<file path="src/rtl/lpad_pkg.sv">
// Shared types and constants for the lookahead pair anomaly detector.
// No dependencies; imported by every module of the block.
package lpad_pkg;

	localparam int WINDOW_LENGTH = 9;
	localparam int NUM_CALLS     = 512;
	localparam int CALL_W        = $clog2(NUM_CALLS);
	localparam int ADDR_W        = 2 * CALL_W;
	localparam int SLOT_W        = $clog2(WINDOW_LENGTH + 1);
	localparam int MISM_W        = 4;
	localparam int TIME_W        = 56;
	localparam int CNT_W         = 32;
	localparam int FACT_W        = 16;
	localparam int ENTRY_W       = 8;
	localparam int CFG_IDX_W     = 2;

	// register indexes of the configuration port
	typedef enum logic [CFG_IDX_W-1:0] {
		CFG_NORMAL_WAIT   = 2'd0,
		CFG_NORMAL_FACTOR = 2'd1,
		CFG_FACTOR_DEN    = 2'd2,
		CFG_ANOMALY_LIMIT = 2'd3
	} cfg_idx_t;

	// one window slot
	typedef struct packed {
		logic              valid;
		logic [CALL_W-1:0] call;
	} slot_t;

	// table port controls from the sequencer
	typedef struct packed {
		logic               we;
		logic [ADDR_W-1:0]  waddr;
		logic [ENTRY_W-1:0] wdata;
		logic               re;
		logic [ADDR_W-1:0]  raddr;
	} tbl_ctl_t;

endpackage

</file>
<file path="src/rtl/lpad_cell.sv">
// One slot of the call window chain: holds a call and its valid bit.
// Depends on lpad_pkg.
module lpad_cell import lpad_pkg::*; (
	input  logic  clk,
	input  logic  arst_n,
	input  logic  shift,
	input  logic  clear,
	input  slot_t prev,
	output slot_t slot
);

	slot_t slot_q;

	// take the neighbor's slot on a shift, drop everything on clear
	always_ff @(posedge clk or negedge arst_n) begin
		if (!arst_n) begin
			slot_q <= '0;
		end else if (clear) begin
			slot_q <= '0;
		end else if (shift) begin
			slot_q <= prev;
		end
	end

	assign slot = slot_q;

endmodule

</file>
<file path="config.mk">
export PLATFORM = sky130hd
export DESIGN_NAME = lpad_cell
export DESIGN_NICKNAME = d
export VERILOG_FILES = /design/src/rtl/lpad_pkg.sv /design/src/rtl/lpad_cell.sv
export SDC_FILE = /design/constraint.sdc
export NUM_CORES = 1
export LEC_CHECK = 0
export ABC_CLOCK_PERIOD_IN_PS = 1800
export BUFFER_PORTS_ARGS = -buffer_cell sky130_fd_sc_hd__clkbuf_2
export CORE_AREA = 2 2 39 41
export DETAILED_ROUTE_END_ITERATION = 10
export DIE_AREA = 0 0 41 43
export HOLD_SLACK_MARGIN = 0.15
export SKIP_CTS_REPAIR_TIMING = 1
export SLEW_MARGIN = 15
export SYNTH_ARGS = -nofsm -noshare
export SYNTH_HDL_FRONTEND = slang
export SYNTH_SLANG_ARGS = --single-unit
</file>
<file path="constraint.sdc">
create_clock -name clk -period 1.8 [get_ports clk]
set_input_delay 0.18 -clock clk [delete_from_list [all_inputs] [get_ports clk]]
set_output_delay 0.18 -clock clk [all_outputs]
set_load 0.01 [all_outputs]
</file>
==> results of run 1 <==
[metal layers]
layer / up-vias / GRT usage [%] / share of wire, %
li1: 156 / - / -
met1: 154 / 13.95 / 46
met2: 8 / 14.69 / 49
met3: 0 / 6.283 / 5.6
met4: 0 / 8.000 / 0
met5: - / 0 / 0
[logic make-up (layout without fill, tap and decap cells)]
logic type             after synthesis  in the layout  synth area share [%]
and+or+nand+nor                     10             10                 9.318
muxes                               10             10                 24.85
DFF                                 10             10                 62.11
buffers and inverters                2             28                 3.726
[Yosys cell counts]
master,n
buf_6,1
nor2_1,10
dfrtp_1,10
buf_1,1
mux2i_1,10
[area by class of cell]
class	count	area [um2]
repair buffers	24	125.1
multi-input cells	20	137.6
flip-flops and latches	10	250.2
clock buffers	4	36.28
fillers	151	814.5
well taps	16	20.02
[power by group through the flow]
stage	clock network (mW)	registers (mW)	logic, mW
finish	0.203	0.244	0.0664
global route	0.225	0.245	0.0744
CTS	0.209	0.244	0.0663
detailed placement	0	0.248	0.0663
global placement	0	0.248	0.0654
floorplan	0	0.254	0.0278
[per-stage QoR]
stage | utilization, % | power, mW | setup slack, ns | std cells | area, um2
floorplan | - | 0.2817 | 1.112 | 32 | 402.9
global placement | 37.79 | 0.3134 | 0.9198 | 69 | 523.0
detailed placement | 37.79 | 0.3145 | 0.9152 | 69 | 523.0
CTS | 40.42 | 0.5191 | 0.8209 | 73 | 559.3
global route | 41.14 | 0.5443 | 0.7816 | 74 | 569.3
finish | 41.14 | 0.5136 | 0.8301 | 74 | 569.3
[worst max-delay path by stage]
| stage | cells past startpoint | end | startpoint |
|---|---|---|---|
| after global routing | 1 | slot[9] | slot[9]$_DFFE_PN0P_ |
| final | 1 | slot[3] | slot[3]$_DFFE_PN0P_ |
| after CTS | 1 | slot[3] | slot[3]$_DFFE_PN0P_ |
| after detailed placement | 3 | slot[0]$_DFFE_PN0P_ | shift |
| after global placement | 3 | slot[2]$_DFFE_PN0P_ | shift |
| after floorplan | 2 | slot[0]$_DFFE_PN0P_ | slot[0]$_DFFE_PN0P_ |
==> flow_summary_export.csv, run 1 <==
group,metric,value,unit
outcome,outcome,"complete, no violations",
setup_path,cp-end-kind,"output port",
routing,drt_iter0_drc,0,
global_route,track_usage,11.46,%
synth,netlist_top_cells_area,"dfrtp_1 (62%), mux2i_1 (25%), nor2_1 (9.3%)",
setup_path,worst-endpoint-required,1.62,ns
routing,vias,318,
setup_path,critPathMaxStageDelay,0.39,ns
sta,setup_violations,0,
pwr,p_per_area,902.2,nW/um2
setup_path,path_buf_inv,1,
pwr,combPwrFrac,12.9,%
pwr,clkPwrFrac,39.6,%
global_route,grt_pass1_vias,309,
pwr,pwr-share-seq,47.5,%
cells_and_area,final_cell_mix,"clkbuf_2 (23), mux2i_1 (10), nor2_1 (10), dfrtp_1 (10), clkbuf_4 (3)",
global_route,grt_max_degree,11,
setup_path,slowest_stage,"dfrtp_1",
cells_and_area,final_common_cell,"clkbuf_2",
worst_hold_path,whs_path_depth,3,
sta,fin_crit_sh,53.88,%
clock_tree,clock-sinks,10,
sta,drv_slew,0,
cells_and_area,drive_gt1_share,46.55,%
die,die_w,41,um
synth,syn_area_per_cell,12.59,um2
sta,tightest_slew,0.3302,ns
clock_tree,cts_tree,"done",
die,die_h,43,um
pwr,swShare,23.61,%
synth,ys_seq_elements,10,
setup_path,r2r_start,"slot[9]$_DFFE_PN0P_",
cells_and_area,nets,73,
pwr,intPower,392.4,uW
die,io_pins,24,
pwr,power_leakage,0.3339,nW
routing,firstDrtPassIters,1,
worst_hold_path,hp-class,"primary input to flip-flop",
pwr,vdd_drop_max,0.3799,mV
die,initial_utilization,29.11,%
worst_hold_path,min_to,"slot[7]$_DFFE_PN0P_",
setup_path,crit_path_cell_trace,"clkbuf_2",
setup_path,ff2ff_path_depth,2,
setup_path,start_kind,"flip-flop",
clock_tree,cts_buffers,3,
worst_hold_path,min_from,"prev[7]",
synth,synth.distinct_cells,5,
place,place_congestion,0.6690,
synth,synth_area_leader_cell,"dfrtp_1",
clock_tree,clkLatencyLatePin,0.26,ns
synth,ys_seq_area_share,62.11,%
die,num_rows,14,
setup_path,path_max_fanout,2,
sta,hold_violations,0,
sta,fmax,1.031,GHz
synth,syn_nets,46,
setup_path,crit_family,"flip-flops",
routing,drc,0,
global_route,grt_pass1_wl,1.283,mm
cells_and_area,syn_to_final_growth,41.30,%
setup_path,r2r-end,"slot[9]$_DFFE_PN0P_",
place,portBuffers,23,
setup_path,arrival,0.79,ns
sta,whs,0.1589,ns
synth,ys_warn_count,0,
clock_tree,cts_root_buf,"clkbuf_4",
setup_path,r2r_slack,1.12,ns
cells_and_area,largest_reg_flops,10,
sta,finalClockSkew,0,ns
routing,routedWlPerCell,11.35,um
sta,tns,0,ns
clock_tree,cts.clk_slew.worst_paths,0.07,ns
clock_tree,cts_htree_levels,1,
routing,wl,840,um
routing,routed_via_density,4.297,
sta,layout_min_cycle_time,0.9699,ns
global_route,grt_antenna_before_repair,0,
synth,syn_inst,32,
synth,syn_area,402.9,um2
setup_path,worstSetupPathType,"flip-flop to output port",
clock_tree,cts_buffer_depth,2,
synth,synth.top_cell.area_share,62.11,%
routing,ant_nets,0,
job,cap_violations,0,
global_route,grt_overflow,0,
die,dieArea,1763,um2
sta,slew_headroom,77.99,%
sta,rsz0062_at_grt,"false",
die,core_area,1384,um2
pwr,switching_power,121.3,uW
cells_and_area,diodes,0,
(Power assumes the default switching activity.)
==> inputs of run 2 (changes only) <==
- ABC_CLOCK_PERIOD_IN_PS: 1800 -> 800
- clock period: 1.8 -> 0.8 ns (I/O delays scaled with it)
==> run 2 against run 1 <==
Compared with the run above: the flow now finishes with violations (negative setup slack); final area up 17%; global-route usage decreased by 0.66 points; worst setup slack got worse by 0.91 ns; die area stayed put; combinational power increased to 2.9 times the previous value; final cell count up 14%; via count is 14% higher; sequential power up 120%; worst hold slack lost 0.087 ns; flip-flop and latch count is the same; clock skew stayed put; clock-buffer cell count is the same; critical endpoint is now slot[9].
==> flow_summary_export.csv, run 2 (same netlist as run 1, synthesis figures left out) <==
group,metric,value,unit
cells_and_area,syn_to_final_growth,65.53,%
clock_tree,cts_buffer_depth,2,
place,portBuffers,23,
die,io_pins,24,
global_route,grt_pass1_vias,320,
routing,vias,364,
cells_and_area,final_common_cell,"clkbuf_2",
cells_and_area,num-fill-cells,127,
die,initial_utilization,29.11,%
sta,whs,0.07222,ns
cells_and_area,final_cell_mix,"clkbuf_2 (22), mux2i_1 (10), nor2_1 (10), dlygate4sd3_1 (10), dfrtp_1 (10)",
routing,routed_via_density,4.333,
cells_and_area,diodes,0,
sta,setup_violations,11,
sta,drv_slew,0,
routing,drt_iter0_drc,5,
setup_path,crit_path_cell_trace,"clkbuf_2",
setup_path,worst-endpoint-required,0.72,ns
sta,fin_ws,-0.07732,ns
global_route,track_usage,10.81,%
sta,hold_violations,0,
routing,routedWlPerCell,11.05,um
clock_tree,cts_tree,"done",
outcome,violations,"negative setup slack",
sta,fin_crit_sh,109.7,%
clock_tree,cts_buffers,3,
setup_path,start_kind,"flip-flop",
routing,wl,928,um
setup_path,worstSetupPathType,"flip-flop to output port",
die,core_area,1384,um2
pwr,vdd_drop_max,0.8604,mV
cells_and_area,largest_reg_flops,10,
clock_tree,clkLatencyLatePin,0.27,ns
global_route,grt_overflow,0,
clock_tree,clock-sinks,10,
job,cap_violations,0,
die,die_h,43,um
outcome,outcome,"finished, violations left",
cells_and_area,final_cells,84,
routing,firstDrtPassIters,4,
global_route,grt_pass1_wl,1.193,mm
sta,slew_headroom,79.33,%
place,place_ws,0.006880,ns
sta,fmax,1.140,GHz
pwr,p_per_area,1803,nW/um2
clock_tree,cts_root_buf,"clkbuf_4",
pwr,fin_total_pwr,1.203,mW
die,die_w,41,um
sta,finalClockSkew,0,ns
setup_path,arrival,0.80,ns
cells_and_area,nets,83,
setup_path,critPathMaxStageDelay,0.39,ns
setup_path,crit_family,"flip-flops",
clock_tree,cts.clk_slew.worst_paths,0.06,ns
pwr,power_leakage,0.3773,nW
die,num_rows,14,
setup_path,cp-end-kind,"output port",
setup_path,path_max_fanout,2,
setup_path,slowest_stage,"dfrtp_1",
setup_path,path_buf_inv,1,
place,place_congestion,0.6705,
sta,layout_min_cycle_time,0.8773,ns
sta,rsz0062_at_grt,"true",
routing,drc,0,
cells_and_area,drive_gt1_share,41.18,%
place,dpl.cell_count,69,
global_route,grt_antenna_before_repair,0,
global_route,grt_max_degree,11,
clock_tree,cts_htree_levels,1,
routing,ant_nets,0,
die,dieArea,1763,um2
worst_hold_path,hp-class,"primary input to flip-flop",
sta,tightest_slew,0.3100,ns
run 2: cell types whose count changed in the layout (fill, tap and decap cells not counted), sizes merged:
cell	previous run	this run
buf	0	2
dlygate4sd3	1	10
clkbuf	27	26
run 2: layout make-up:
cell class                 count  area, um2  share of cell area (%)
sequential                    10      250.2                   37.52
timing repair buffer          34      222.7                   33.40
multi-input combinational     20      137.6                   20.64
clock buffer                   4      36.28                   5.441
tap                           16      20.02                   3.002
run 2: worst paths after layout:
check                                    start                   to  slack, ns  depth (start not counted)
min reg2reg                slot[7]$_DFFE_PN0P_  slot[7]$_DFFE_PN0P_       0.52                          2
max reg2reg                slot[0]$_DFFE_PN0P_  slot[0]$_DFFE_PN0P_      -0.01                          3
max                        slot[9]$_DFFE_PN0P_              slot[9]      -0.08                          1
min                                    prev[9]  slot[9]$_DFFE_PN0P_       0.07                          3
min in group asynchronous               arst_n  slot[7]$_DFFE_PN0P_       0.20                          2
max in group asynchronous               arst_n  slot[0]$_DFFE_PN0P_       0.40                          2
run 2: stage by stage:
step | instance area [um2] | util [%] | TNS [ns]
2_1_floorplan | 402.9 | - | 0
3_3_place_gp | 523.0 | 37.79 | 0
3_5_place_dp | 523.0 | 37.79 | 0
4_1_cts | 559.3 | 40.42 | -0.6160
5_1_grt | 666.9 | 48.19 | -0.9205
6_report | 666.9 | 48.19 | -0.6334
run 2: power breakdown:
part	switching (mW)	leakage (nW)	internal [mW]	total [mW]
clock network	0.187	0.0210	0.277	0.464
registers	0.0146	0.133	0.534	0.548
logic	0.0849	0.224	0.105	0.190
run 2: per-layer routing:
| layer | global-route usage [%] | part of all wire, % | vias up |
|---|---|---|---|
| li1 | - | - | 176 |
| met1 | 9.122 | 36 | 170 |
| met2 | 17.50 | 55 | 15 |
| met3 | 4.188 | 5.8 | 3 |
| met4 | 10.00 | 2.9 | 0 |
| met5 | 0 | 0 | - |
==> inputs of run 3 (changes only) <==
- ABC_CLOCK_PERIOD_IN_PS: 800 -> 1100
- clock period: 0.8 -> 1.1 ns (I/O delays scaled with it)
==> run 3 against run 2 <==
Compared with the run above: the run now ends clean; worst hold slack gained 0.079 ns; final cell count is the same; flip-flop and latch count is the same; critical endpoint is now slot[3]; clock skew is the same.
==> flow_summary_export.csv, run 3 (same netlist as run 1, synthesis figures left out) <==
group,metric,value,unit
outcome,outcome,"complete, no violations",
sta,tightest_slew,0.3284,ns
die,initial_utilization,29.11,%
setup_path,start_kind,"flip-flop",
clock_tree,clkLatencyLatePin,0.26,ns
sta,fmax,1.119,GHz
clock_tree,clock-sinks,10,
sta,tns,0,ns
sta,rsz0062_at_grt,"false",
pwr,pwr-share-seq,46.2,%
place,portBuffers,23,
sta,hold_violations,0,
sta,slew_headroom,78.10,%
routing,drt_iter0_drc,3,
job,cap_violations,0,
setup_path,path_buf_inv,1,
clock_tree,cts_tree,"done",
routing,firstDrtPassIters,3,
cells_and_area,design_area,669.4,um2
clock_tree,cts_htree_levels,1,
cells_and_area,num-fill-cells,138,
pwr,swShare,22.98,%
sta,finalClockSkew,0,ns
worst_hold_path,hp-class,"primary input to flip-flop",
routing,routedWlPerCell,11.14,um
die,num_rows,14,
global_route,grt_antenna_before_repair,0,
setup_path,arrival,0.78,ns
routing,wl,936,um
clock_tree,cts_buffers,3,
sta,fin_ws,0.2067,ns
cells_and_area,diodes,0,
pwr,intPower,665.3,uW
die,die_h,43,um
place,place_ws,0.2672,ns
die,core_area,1384,um2
pwr,p_per_area,1291,nW/um2
place,dpl.cell_count,69,
pwr,switching_power,198.6,uW
pwr,combPwrFrac,15.9,%
setup_path,worstSetupPathType,"flip-flop to output port",
routing,drc,0,
place,place_area,523.0,um2
die,die_w,41,um
setup_path,path_max_fanout,2,
clock_tree,cts_buffer_depth,2,
setup_path,crit_family,"flip-flops",
cells_and_area,nets,83,
die,dieArea,1763,um2
die,io_pins,24,
cells_and_area,final_cell_mix,"clkbuf_2 (23), dlygate4sd3_1 (11), mux2i_1 (10), nor2_1 (10), dfrtp_1 (10)",
routing,ant_nets,0,
sta,setup_violations,0,
cells_and_area,final_cells,84,
global_route,grt_pass1_vias,313,
routing,vias,358,
cells_and_area,largest_reg_flops,10,
setup_path,slowest_stage,"dfrtp_1",
setup_path,worst-endpoint-required,0.99,ns
clock_tree,cts_root_buf,"clkbuf_4",
setup_path,crit_path_cell_trace,"clkbuf_2",
sta,layout_min_cycle_time,0.8933,ns
cells_and_area,drive_gt1_share,39.71,%
place,place_congestion,0.6333,
sta,fin_crit_sh,81.21,%
cells_and_area,final_common_cell,"clkbuf_2",
cells_and_area,syn_to_final_growth,66.15,%
setup_path,critPathMaxStageDelay,0.39,ns
pwr,vdd_drop_max,0.7221,mV
sta,drv_slew,0,
global_route,grt_pass1_wl,1.324,mm
global_route,grt_max_degree,11,
global_route,grt_overflow,0,
pwr,power_leakage,0.3757,nW
routing,routed_via_density,4.262,
clock_tree,cts.clk_slew.worst_paths,0.07,ns
setup_path,cp-end-kind,"output port",
pwr,clkPwrFrac,38.0,%
place,place_hpwl,619.3,um
global_route,track_usage,12.21,%
run 3: cell types whose count changed in the layout (fill, tap and decap cells not counted):
cell,change
dlygate4sd3_1,+1
buf_4,-1
clkbuf_2,+1
buf_2,-1
run 3: area by class of cell:
class                   count  area [um2]  area share (%)
multi-input cells          20       137.6           20.56
well taps                  16       20.02           2.991
repair buffers             34       225.2           33.64
clock buffers               4       36.28           5.421
flip-flops and latches     10       250.2           37.38
run 3: per-stage QoR:
stage          util (%)  total power, mW  hold slack, ns
2_1_floorplan         -           0.4610         -0.1856
3_5_place_dp      37.79           0.5153       -0.008757
5_1_grt           48.37           0.9222          0.1545
6_report          48.37           0.8639          0.1516
3_3_place_gp      37.79           0.5128        -0.01419
4_1_cts           40.42           0.8549         -0.3090
run 3: routing by layer:
layer / vias to the layer above / part of all wire (%) / wire length (um) / global-route usage (%)
met5: - / 0 / 0 / 0
met2: 11 / 52 / 485 / 15.94
met1: 170 / 40 / 377 / 14.09
li1: 175 / - / - / -
met3: 2 / 6.6 / 62 / 9.424
met4: 0 / 1.2 / 11 / 6.000
run 3: worst paths after layout:
kind                                       endpoint  slack, ns                 from  cells past startpoint
worst max-delay path                        slot[3]       0.21  slot[3]$_DFFE_PN0P_                      1
min in group asynchronous       slot[3]$_DFFE_PN0P_       0.24               arst_n                      2
worst max register to register  slot[5]$_DFFE_PN0P_       0.41  slot[5]$_DFFE_PN0P_                      2
worst min register to register  slot[2]$_DFFE_PN0P_       0.52  slot[2]$_DFFE_PN0P_                      2
max in group asynchronous       slot[5]$_DFFE_PN0P_       0.66               arst_n                      2
worst min-delay path            slot[3]$_DFFE_PN0P_       0.15                clear                      2
run 3: power by group through the flow:
stage / clock, mW / combinational (mW) / sequential (mW)
finish: 0.328 / 0.137 / 0.399
global route: 0.368 / 0.153 / 0.402
CTS: 0.347 / 0.109 / 0.399
detailed placement: 0 / 0.109 / 0.406
global placement: 0 / 0.107 / 0.406
floorplan: 0 / 0.0454 / 0.416
